`config.mk`:
```
export PLATFORM = sky130hd
export DESIGN_NAME = device_slot_table_unit
export DESIGN_NICKNAME = d
export VERILOG_FILES = /design/src/rtl/dst_pkg.sv /design/src/rtl/device_slot_table_unit.sv
export SDC_FILE = /design/constraint.sdc
export NUM_CORES = 1
export LEC_CHECK = 0
export ABC_AREA = 0
export BUFFER_PORTS_ARGS = -buffer_cell sky130_fd_sc_hd__buf_2
export CAP_MARGIN = 30
export CELL_PAD_IN_SITES_DETAIL_PLACEMENT = 0
export CELL_PAD_IN_SITES_GLOBAL_PLACEMENT = 2
export CORE_MARGIN = 4
export CORE_UTILIZATION = 41
export DETAILED_ROUTE_END_ITERATION = 16
export PLACE_DENSITY = 0.78
export REMOVE_ABC_BUFFERS = 1
export SETUP_SLACK_MARGIN = 0.02
export SYNTH_ARGS = -nofsm -noshare
export SYNTH_HDL_FRONTEND = slang
export SYNTH_SLANG_ARGS = --single-unit
```
`constraint.sdc`:
```
create_clock -name clk -period 5.49 [get_ports clk]
set_clock_uncertainty 0.2 [all_clocks]
set_input_delay 0.8235 -clock clk [delete_from_list [all_inputs] [get_ports clk]]
set_output_delay 0.8235 -clock clk [all_outputs]
set_load 0.005 [all_outputs]
```
`src/rtl/dst_pkg.sv`:
```
// Package for the device slot table: widths, codes and state type.
// No dependencies; used by device_slot_table_unit.
`timescale 1ns / 1ps

package dst_pkg;

	localparam int DEF_MAX_SLOTS = 8;

	localparam int ADDR_W  = 8;
	localparam int ITF_W   = 8;
	localparam int VID_W   = 16;
	localparam int PID_W   = 16;
	localparam int SEL_W   = 3;
	localparam int SLOT_OW = 3;
	localparam int CNT_W   = 32;
	localparam int ENTRY_W = ADDR_W + ITF_W + VID_W + PID_W;

	localparam int S_DATA_W = 56;
	localparam int M_DATA_W = 120;

	typedef enum logic [1:0] {
		KIND_ADD    = 2'd0,
		KIND_REMOVE = 2'd1,
		KIND_FIND   = 2'd2,
		KIND_READ   = 2'd3
	} kind_t;

	typedef enum logic [1:0] {
		STAT_OK   = 2'd0,
		STAT_FULL = 2'd1,
		STAT_MISS = 2'd2
	} status_t;

	typedef enum logic [1:0] {
		FSM_IDLE,
		FSM_SCAN,
		FSM_DONE
	} fsm_t;

endpackage

```
`src/rtl/device_slot_table_unit.sv`:
```
// Device slot table: first-free slot allocator with lookup by bus address.
// Depends on dst_pkg for widths, codes and the sequencer state type.
`timescale 1ns / 1ps
//
// channel  dir  tdata (low bit up)                                   tuser
// s        in   device_address, interface_number, vendor_id,          kind
//               product_id, slot_index
// m        out  slot, slot_address, slot_interface, slot_vendor,      status
//               slot_product, slot_connected, mounted_total, unmounted_total
//
// One item at a time. Add takes the first free slot below the mark, else
// appends at the mark; remove and find scan for the address; read reads
// one slot. The scan visits one slot per cycle, for remove and find through
// the single read port of the entry memory. Reset clears the connected bits,
// the mark and both counters at once; no clearing pass. A result waits in
// the output register while the next item is accepted and scanned.

module device_slot_table_unit #(
	parameter int MAX_SLOTS = dst_pkg::DEF_MAX_SLOTS
) (
	input  logic                          clk,
	input  logic                          arst_n,
	input  logic                          s_tvalid,
	output logic                          s_tready,
	// device_address[7:0], interface_number[15:8], vendor_id[31:16],
	// product_id[47:32], slot_index[50:48], zero fill
	input  logic [dst_pkg::S_DATA_W-1:0]  s_tdata,
	// kind[1:0]
	input  logic [1:0]                    s_tuser,
	output logic                          m_tvalid,
	input  logic                          m_tready,
	// slot[2:0], slot_address[10:3], slot_interface[18:11], slot_vendor[34:19],
	// slot_product[50:35], slot_connected[51], mounted_total[83:52],
	// unmounted_total[115:84], zero fill
	output logic [dst_pkg::M_DATA_W-1:0]  m_tdata,
	// status[1:0]
	output logic [1:0]                    m_tuser
);

	localparam int HW_W   = $clog2(MAX_SLOTS + 1);
	localparam int SLOT_W = (MAX_SLOTS > 1) ? $clog2(MAX_SLOTS) : 1;
	localparam int CMP_W  = HW_W + dst_pkg::SEL_W;

	dst_pkg::fsm_t state_q, state_d;

	dst_pkg::kind_t                 kind_q;
	logic [dst_pkg::ADDR_W-1:0]     addr_q;
	logic [dst_pkg::ITF_W-1:0]      itf_q;
	logic [dst_pkg::VID_W-1:0]      vid_q;
	logic [dst_pkg::PID_W-1:0]      pid_q;
	logic [dst_pkg::SEL_W-1:0]      sel_q;

	logic [MAX_SLOTS-1:0]           live_q;
	logic [HW_W-1:0]                hw_q;
	logic [dst_pkg::CNT_W-1:0]      mount_q;
	logic [dst_pkg::CNT_W-1:0]      unmount_q;
	logic [HW_W-1:0]                idx_q;

	logic [dst_pkg::ENTRY_W-1:0]    mem_q [MAX_SLOTS];
	logic [dst_pkg::ENTRY_W-1:0]    mem_rd_q;
	logic                           rd_vld_s1;
	logic [SLOT_W-1:0]              rd_idx_s1;

	dst_pkg::status_t               res_st_q;
	logic [SLOT_W-1:0]              res_idx_q;
	logic                           res_app_q;
	logic                           m_tvalid_q;
	logic [dst_pkg::M_DATA_W-1:0]   m_tdata_q;
	logic [1:0]                     m_tuser_q;

	logic                           accept;
	logic                           idx_lt_hw;
	logic                           live_at_idx;
	logic                           hw_full;
	logic                           sel_ok;
	logic [CMP_W-1:0]               sel_ext;
	logic [CMP_W-1:0]               hw_ext;
	logic                           hit;

	logic                           scan_done;
	dst_pkg::status_t               scan_st;
	logic [SLOT_W-1:0]              scan_pick;
	logic                           scan_app;
	logic                           scan_adv;

	logic                           mem_rd_en;
	logic [SLOT_W-1:0]              mem_rd_addr;
	logic                           load_out;
	logic                           add_ok;
	logic                           rem_ok;
	logic                           rd_ok;
	logic [SLOT_W+dst_pkg::SLOT_OW-1:0] slot_ext;

	assign accept      = s_tvalid && s_tready;
	assign idx_lt_hw   = idx_q < hw_q;
	assign live_at_idx = live_q[idx_q[SLOT_W-1:0]];
	assign hw_full     = hw_q == HW_W'(MAX_SLOTS);
	assign sel_ext     = {{HW_W{1'b0}}, sel_q};
	assign hw_ext      = {{dst_pkg::SEL_W{1'b0}}, hw_q};
	assign sel_ok      = sel_ext < hw_ext;
	assign hit         = rd_vld_s1 && live_q[rd_idx_s1]
	                     && (mem_rd_q[dst_pkg::ADDR_W-1:0] == addr_q);

	// scan decision for the current slot
	always_comb begin
		scan_done = 1'b0;
		scan_st   = dst_pkg::STAT_MISS;
		scan_pick = '0;
		scan_app  = 1'b0;
		scan_adv  = 1'b0;
		unique case (kind_q)
			dst_pkg::KIND_ADD: begin
				if (idx_lt_hw && !live_at_idx) begin
					scan_done = 1'b1;
					scan_st   = dst_pkg::STAT_OK;
					scan_pick = idx_q[SLOT_W-1:0];
				end else if (idx_lt_hw) begin
					scan_adv = 1'b1;
				end else if (!hw_full) begin
					scan_done = 1'b1;
					scan_st   = dst_pkg::STAT_OK;
					scan_pick = hw_q[SLOT_W-1:0];
					scan_app  = 1'b1;
				end else begin
					scan_done = 1'b1;
					scan_st   = dst_pkg::STAT_FULL;
				end
			end
			dst_pkg::KIND_REMOVE, dst_pkg::KIND_FIND: begin
				if (hit) begin
					scan_done = 1'b1;
					scan_st   = dst_pkg::STAT_OK;
					scan_pick = rd_idx_s1;
				end else if (!idx_lt_hw && !rd_vld_s1) begin
					scan_done = 1'b1;
				end else begin
					scan_adv = idx_lt_hw;
				end
			end
			dst_pkg::KIND_READ: begin
				scan_done = 1'b1;
				if (sel_ok) begin
					scan_st   = dst_pkg::STAT_OK;
					scan_pick = sel_ext[SLOT_W-1:0];
				end
			end
			default: ;
		endcase
	end

	always_comb begin
		state_d = state_q;
		unique case (state_q)
			dst_pkg::FSM_IDLE: if (accept) state_d = dst_pkg::FSM_SCAN;
			dst_pkg::FSM_SCAN: if (scan_done) state_d = dst_pkg::FSM_DONE;
			dst_pkg::FSM_DONE: if (load_out) state_d = dst_pkg::FSM_IDLE;
			default: state_d = dst_pkg::FSM_IDLE;
		endcase
	end

	always_comb begin
		s_tready    = state_q == dst_pkg::FSM_IDLE;
		mem_rd_en   = 1'b0;
		mem_rd_addr = idx_q[SLOT_W-1:0];
		if (state_q == dst_pkg::FSM_SCAN) begin
			if (kind_q == dst_pkg::KIND_READ) begin
				mem_rd_en   = sel_ok;
				mem_rd_addr = sel_ext[SLOT_W-1:0];
			end else if (kind_q != dst_pkg::KIND_ADD) begin
				mem_rd_en = scan_adv && !hit;
			end
		end
		load_out = (state_q == dst_pkg::FSM_DONE) && (!m_tvalid_q || m_tready);
		add_ok   = load_out && (kind_q == dst_pkg::KIND_ADD)
		           && (res_st_q == dst_pkg::STAT_OK);
		rem_ok   = load_out && (kind_q == dst_pkg::KIND_REMOVE)
		           && (res_st_q == dst_pkg::STAT_OK);
		rd_ok    = (kind_q == dst_pkg::KIND_READ) && (res_st_q == dst_pkg::STAT_OK);
		slot_ext = {{dst_pkg::SLOT_OW{1'b0}}, res_idx_q};
	end

	always_ff @(posedge clk) begin
		if (mem_rd_en) begin
			mem_rd_q <= mem_q[mem_rd_addr];
		end
		if (add_ok) begin
			mem_q[res_idx_q] <= {pid_q, vid_q, itf_q, addr_q};
		end
	end

	always_ff @(posedge clk) begin
		if (accept) begin
			kind_q <= dst_pkg::kind_t'(s_tuser);
			addr_q <= s_tdata[7:0];
			itf_q  <= s_tdata[15:8];
			vid_q  <= s_tdata[31:16];
			pid_q  <= s_tdata[47:32];
			sel_q  <= s_tdata[50:48];
		end
		if (mem_rd_en) begin
			rd_idx_s1 <= mem_rd_addr;
		end
		if (state_q == dst_pkg::FSM_SCAN && scan_done) begin
			res_st_q  <= scan_st;
			res_idx_q <= scan_pick;
			res_app_q <= scan_app;
		end
		if (load_out) begin
			m_tuser_q <= res_st_q;
			m_tdata_q <= {4'b0,
				rem_ok ? unmount_q + dst_pkg::CNT_W'(1) : unmount_q,
				add_ok ? mount_q + dst_pkg::CNT_W'(1) : mount_q,
				rd_ok & live_q[res_idx_q],
				rd_ok ? mem_rd_q : {dst_pkg::ENTRY_W{1'b0}},
				slot_ext[dst_pkg::SLOT_OW-1:0]};
		end
	end

	always_ff @(posedge clk or negedge arst_n) begin
		if (!arst_n) begin
			state_q    <= dst_pkg::FSM_IDLE;
			live_q     <= '0;
			hw_q       <= '0;
			mount_q    <= '0;
			unmount_q  <= '0;
			idx_q      <= '0;
			rd_vld_s1  <= 1'b0;
			m_tvalid_q <= 1'b0;
		end else begin
			state_q <= state_d;
			if (accept) begin
				idx_q <= '0;
			end else if (state_q == dst_pkg::FSM_SCAN && scan_adv && !hit) begin
				idx_q <= idx_q + HW_W'(1);
			end
			rd_vld_s1 <= mem_rd_en && (kind_q != dst_pkg::KIND_READ);
			if (add_ok) begin
				live_q[res_idx_q] <= 1'b1;
				mount_q           <= mount_q + dst_pkg::CNT_W'(1);
				if (res_app_q) begin
					hw_q <= hw_q + HW_W'(1);
				end
			end
			if (rem_ok) begin
				live_q[res_idx_q] <= 1'b0;
				unmount_q         <= unmount_q + dst_pkg::CNT_W'(1);
			end
			if (load_out) begin
				m_tvalid_q <= 1'b1;
			end else if (m_tready) begin
				m_tvalid_q <= 1'b0;
			end
		end
	end

	assign m_tvalid = m_tvalid_q;
	assign m_tdata  = m_tdata_q;
	assign m_tuser  = m_tuser_q;

endmodule
```
==> impl_metrics.json <==
{
  "period_share_pct": 71.9,
  "clk_pin_slew_worst_paths_ps": 60,
  "peakVddDrop_uv": 232,
  "cts-root-buf": "clkbuf_16",
  "cts_tree": "yes",
  "drc": 0,
  "grt_max_degree": 98,
  "synthXorXnorAreaFrac_pct": 2.51,
  "syn_area_um2": 26100,
  "reg2reg_depth": 7,
  "final_area_um2": 30700,
  "tns_ps": 0,
  "period_needed_ps": 3950,
  "power_frac_seq_pct": 48.3,
  "clock-sinks": 696,
  "cp-end-kind": "flop",
  "htreeDepth": 3,
  "synth_top_family_by_area": "multiplexers",
  "area_growth_pct": 17.4,
  "leakage_nw": 11.0,
  "cap_violations": 0,
  "avgSynthCellArea_um2": 18.8,
  "rows": 92,
  "nNetsFinal": 1693,
  "drv_slew": 0,
  "wirelength_um": 54400,
  "crit_type": "reg -> reg",
  "placed_cell_area_um2": 28200,
  "antenna_found_initial": 2,
  "switchingPower_mw": 3.65,
  "track_usage_pct": 16.2,
  "rsz0062_at_grt": "false",
  "tightestPinTransition_ps": 956,
  "async_flop_share_pct": 12.1,
  "relSlewSlack_pct": 36.3,
  "fill_cells": 5330,
  "synth-simple-area-share_pct": 6.90,
  "cp.arrival_ps": 4100,
  "grt-ovfl-total": 0,
  "clk_path_buf_depth": 3,
  "synthFlopType": "edfxtp_1",
  "synth_top_cell_area_share_pct": 70.3,
  "r2r_setup_slack_ps": 1540,
  "switching_share_pct": 25.7,
  "synthTopCellsByCount": "edfxtp_1 (612), nand2_1 (186), mux4_2 (100)",
  "via_per_inst": 5.12,
  "clk_latency_ps": 620,
  "hold_viol_final": 0,
  "cp.required_ps": 5640,
  "ant_nets": 0,
  "num_vias": 12913,
  "status": "finished clean",
  "synthCells": 1388,
  "synth.distinct_cells": 54,
  "port_buffers": 176,
  "powerDensity_nw_per_um2": 463,
  "yosysSeqAreaShare_pct": 78.3,
  "drt-initial-drc-count": 1071,
  "synth-compound-area-share_pct": 1.17,
  "synth-edff-count": 612,
  "yosysTopAreaCell": "edfxtp_1",
  "hold_depth": 1,
  "startpoint_type": "flop",
  "gp_congestion": 0.760,
  "timing.fmax_mhz": 253,
  "muxShareOfSynthArea_pct": 9.15,
  "start_util_pct": 41.4,
  "fin_util_pct": 48.7,
  "synthAdderAreaFrac_pct": 0.670,
  "power_frac_clock_pct": 35.7,
  "ctsResizeCount": 0,
  "avgRoutedWirePerCell_um": 21.6,
  "layout-drive-gt1-share_pct": 26.0,
  "grt_pass1_vias": 13298,
  "setup_viol": 0,
  "yosysMostFrequentCell": "edfxtp_1",
  "p_int_mw": 10.6,
  "crit_fanout": 56,
  "die_h_um": 261,
  "yosys_warnings": 0,
  "ys_ff_latch": 696,
  "worstHoldPathType": "in -> reg",
  "hpwl_um": 30400,
  "die-area_um2": 67900,
  "drtPass1Iterations": 5,
  "pin_count": 186,
  "core_area_um2": 63100,
  "ys_top_cells_by_area": "edfxtp_1 (70%), mux4_2 (8.6%), dfrtp_1 (8.0%)",
  "power_frac_comb_pct": 15.9,
  "dieWidth_um": 261,
  "numCtsBuffers": 73,
  "grt_pass1_wl_um": 82400
}
==> cell families (layout without fill, tap and decap cells) <==
logic type	Yosys count	count (layout)
flops	696	696
simple gates	381	381
mux	113	113
xor+xnor	75	75
buf+inv	74	357
compound gates	34	34
fa+ha+maj	14	14
other cells	1	6
==> layout make-up <==
cell class              count  area (um^2)  area share [%]
clock buffers              88         1940            6.30
diodes                      2         5.00          0.0163
flip-flops and latches    696        20500            66.7
clock inverters            44          537            1.75
inverters                  23         87.6           0.285
well taps                 846         1060            3.45
repair buffers            202         1150            3.75
multi-input cells         621         5450            17.8
==> critical path, cell delays in order (launching register included) <==
cell and delay, ps:
edfxtp_1 390, ha_2 660, nand3_2 380, mux2_4 910, buf_4 520, mux4_2 380
nand2_1 80, nand2_1 90
==> cells in the final DEF (no fill, tap or decap), types with 22 or more instances in the layout <==
cell,count
nand2_1,186
dfrtp_1,84
and3_1,58
clkbuf_16,75
buf_2,175
xnor2_1,53
mux4_2,100
nor2_1,35
edfxtp_1,612
nand3_1,25
xor2_1,22
==> routing by layer <==
layer,up-vias,part of all wire [%],GRT usage [%]
met1,6677,45,23.0
met2,322,47,25.7
met3,90,5.2,3.43
li1,5824,-,-
met4,0,2.0,3.97
met5,-,0,0
==> metrics by stage <==
step | setup slack [ps] | total power, mW | hold WS (ps) | instances
floorplan | -2720 | 8.50 | 227 | 1340
global placement | 1580 | 9.24 | 251 | 2385
detailed placement | 1480 | 9.30 | 257 | 2386
CTS | 1470 | 14.4 | 138 | 2519
global route | 1370 | 14.9 | 144 | 2520
finish | 1540 | 14.2 | 181 | 2522
==> final timing paths <==
kind / start / endpoint
max in group asynchronous: arst_n / mount_q[24]$_DFF_PN0_
setup reg to reg: kind_q[0]$_DFFE_PP_ / mem_rd_q[34]$_DFFE_PP_
min in group asynchronous: arst_n / idx_q[1]$_DFFE_PN0P_
setup / recovery: kind_q[0]$_DFFE_PP_ / mem_rd_q[34]$_DFFE_PP_
hold / removal: s_tdata[28] / vid_q[12]$_DFFE_PP_
hold reg to reg: mount_q[31]$_DFF_PN0_ / mount_q[31]$_DFF_PN0_
==> sequential cells by signal, indices dropped and copies added, names as in the netlist <==
name       flops
addr_q         8
hw_q           4
idx_q          4
itf_q          8
kind_q         2
live_q         8
m_tdata      116
m_tuser        2
m_tvalid       1
mem_q        384
mem_rd_q      48
mount_q       32
pid_q         16
rd_idx_s1      3
rd_vld_s1      1
res_app_q      1
res_idx_q      3
res_st_q       2
sel_q          3
state_q        2
unmount_q     32
vid_q         16
==> power by group through the flow <==
stage | sequential (mW) | combinational, mW | clock (mW)
global placement | 6.96 | 2.28 | 0
floorplan | 6.90 | 1.60 | 0
detailed placement | 6.98 | 2.32 | 0
finish | 6.87 | 2.27 | 5.08
global route | 6.92 | 2.51 | 5.44
CTS | 6.88 | 2.33 | 5.20
==> repair_timing <==
action | CTS | global route
hold endpoints to repair | 28 | 0
buffers inserted | 0 | 0
setup endpoints to repair | 0 | 0
hold buffers | 1 | 0
No activity file was read; power rests on OpenSTA's default activity.
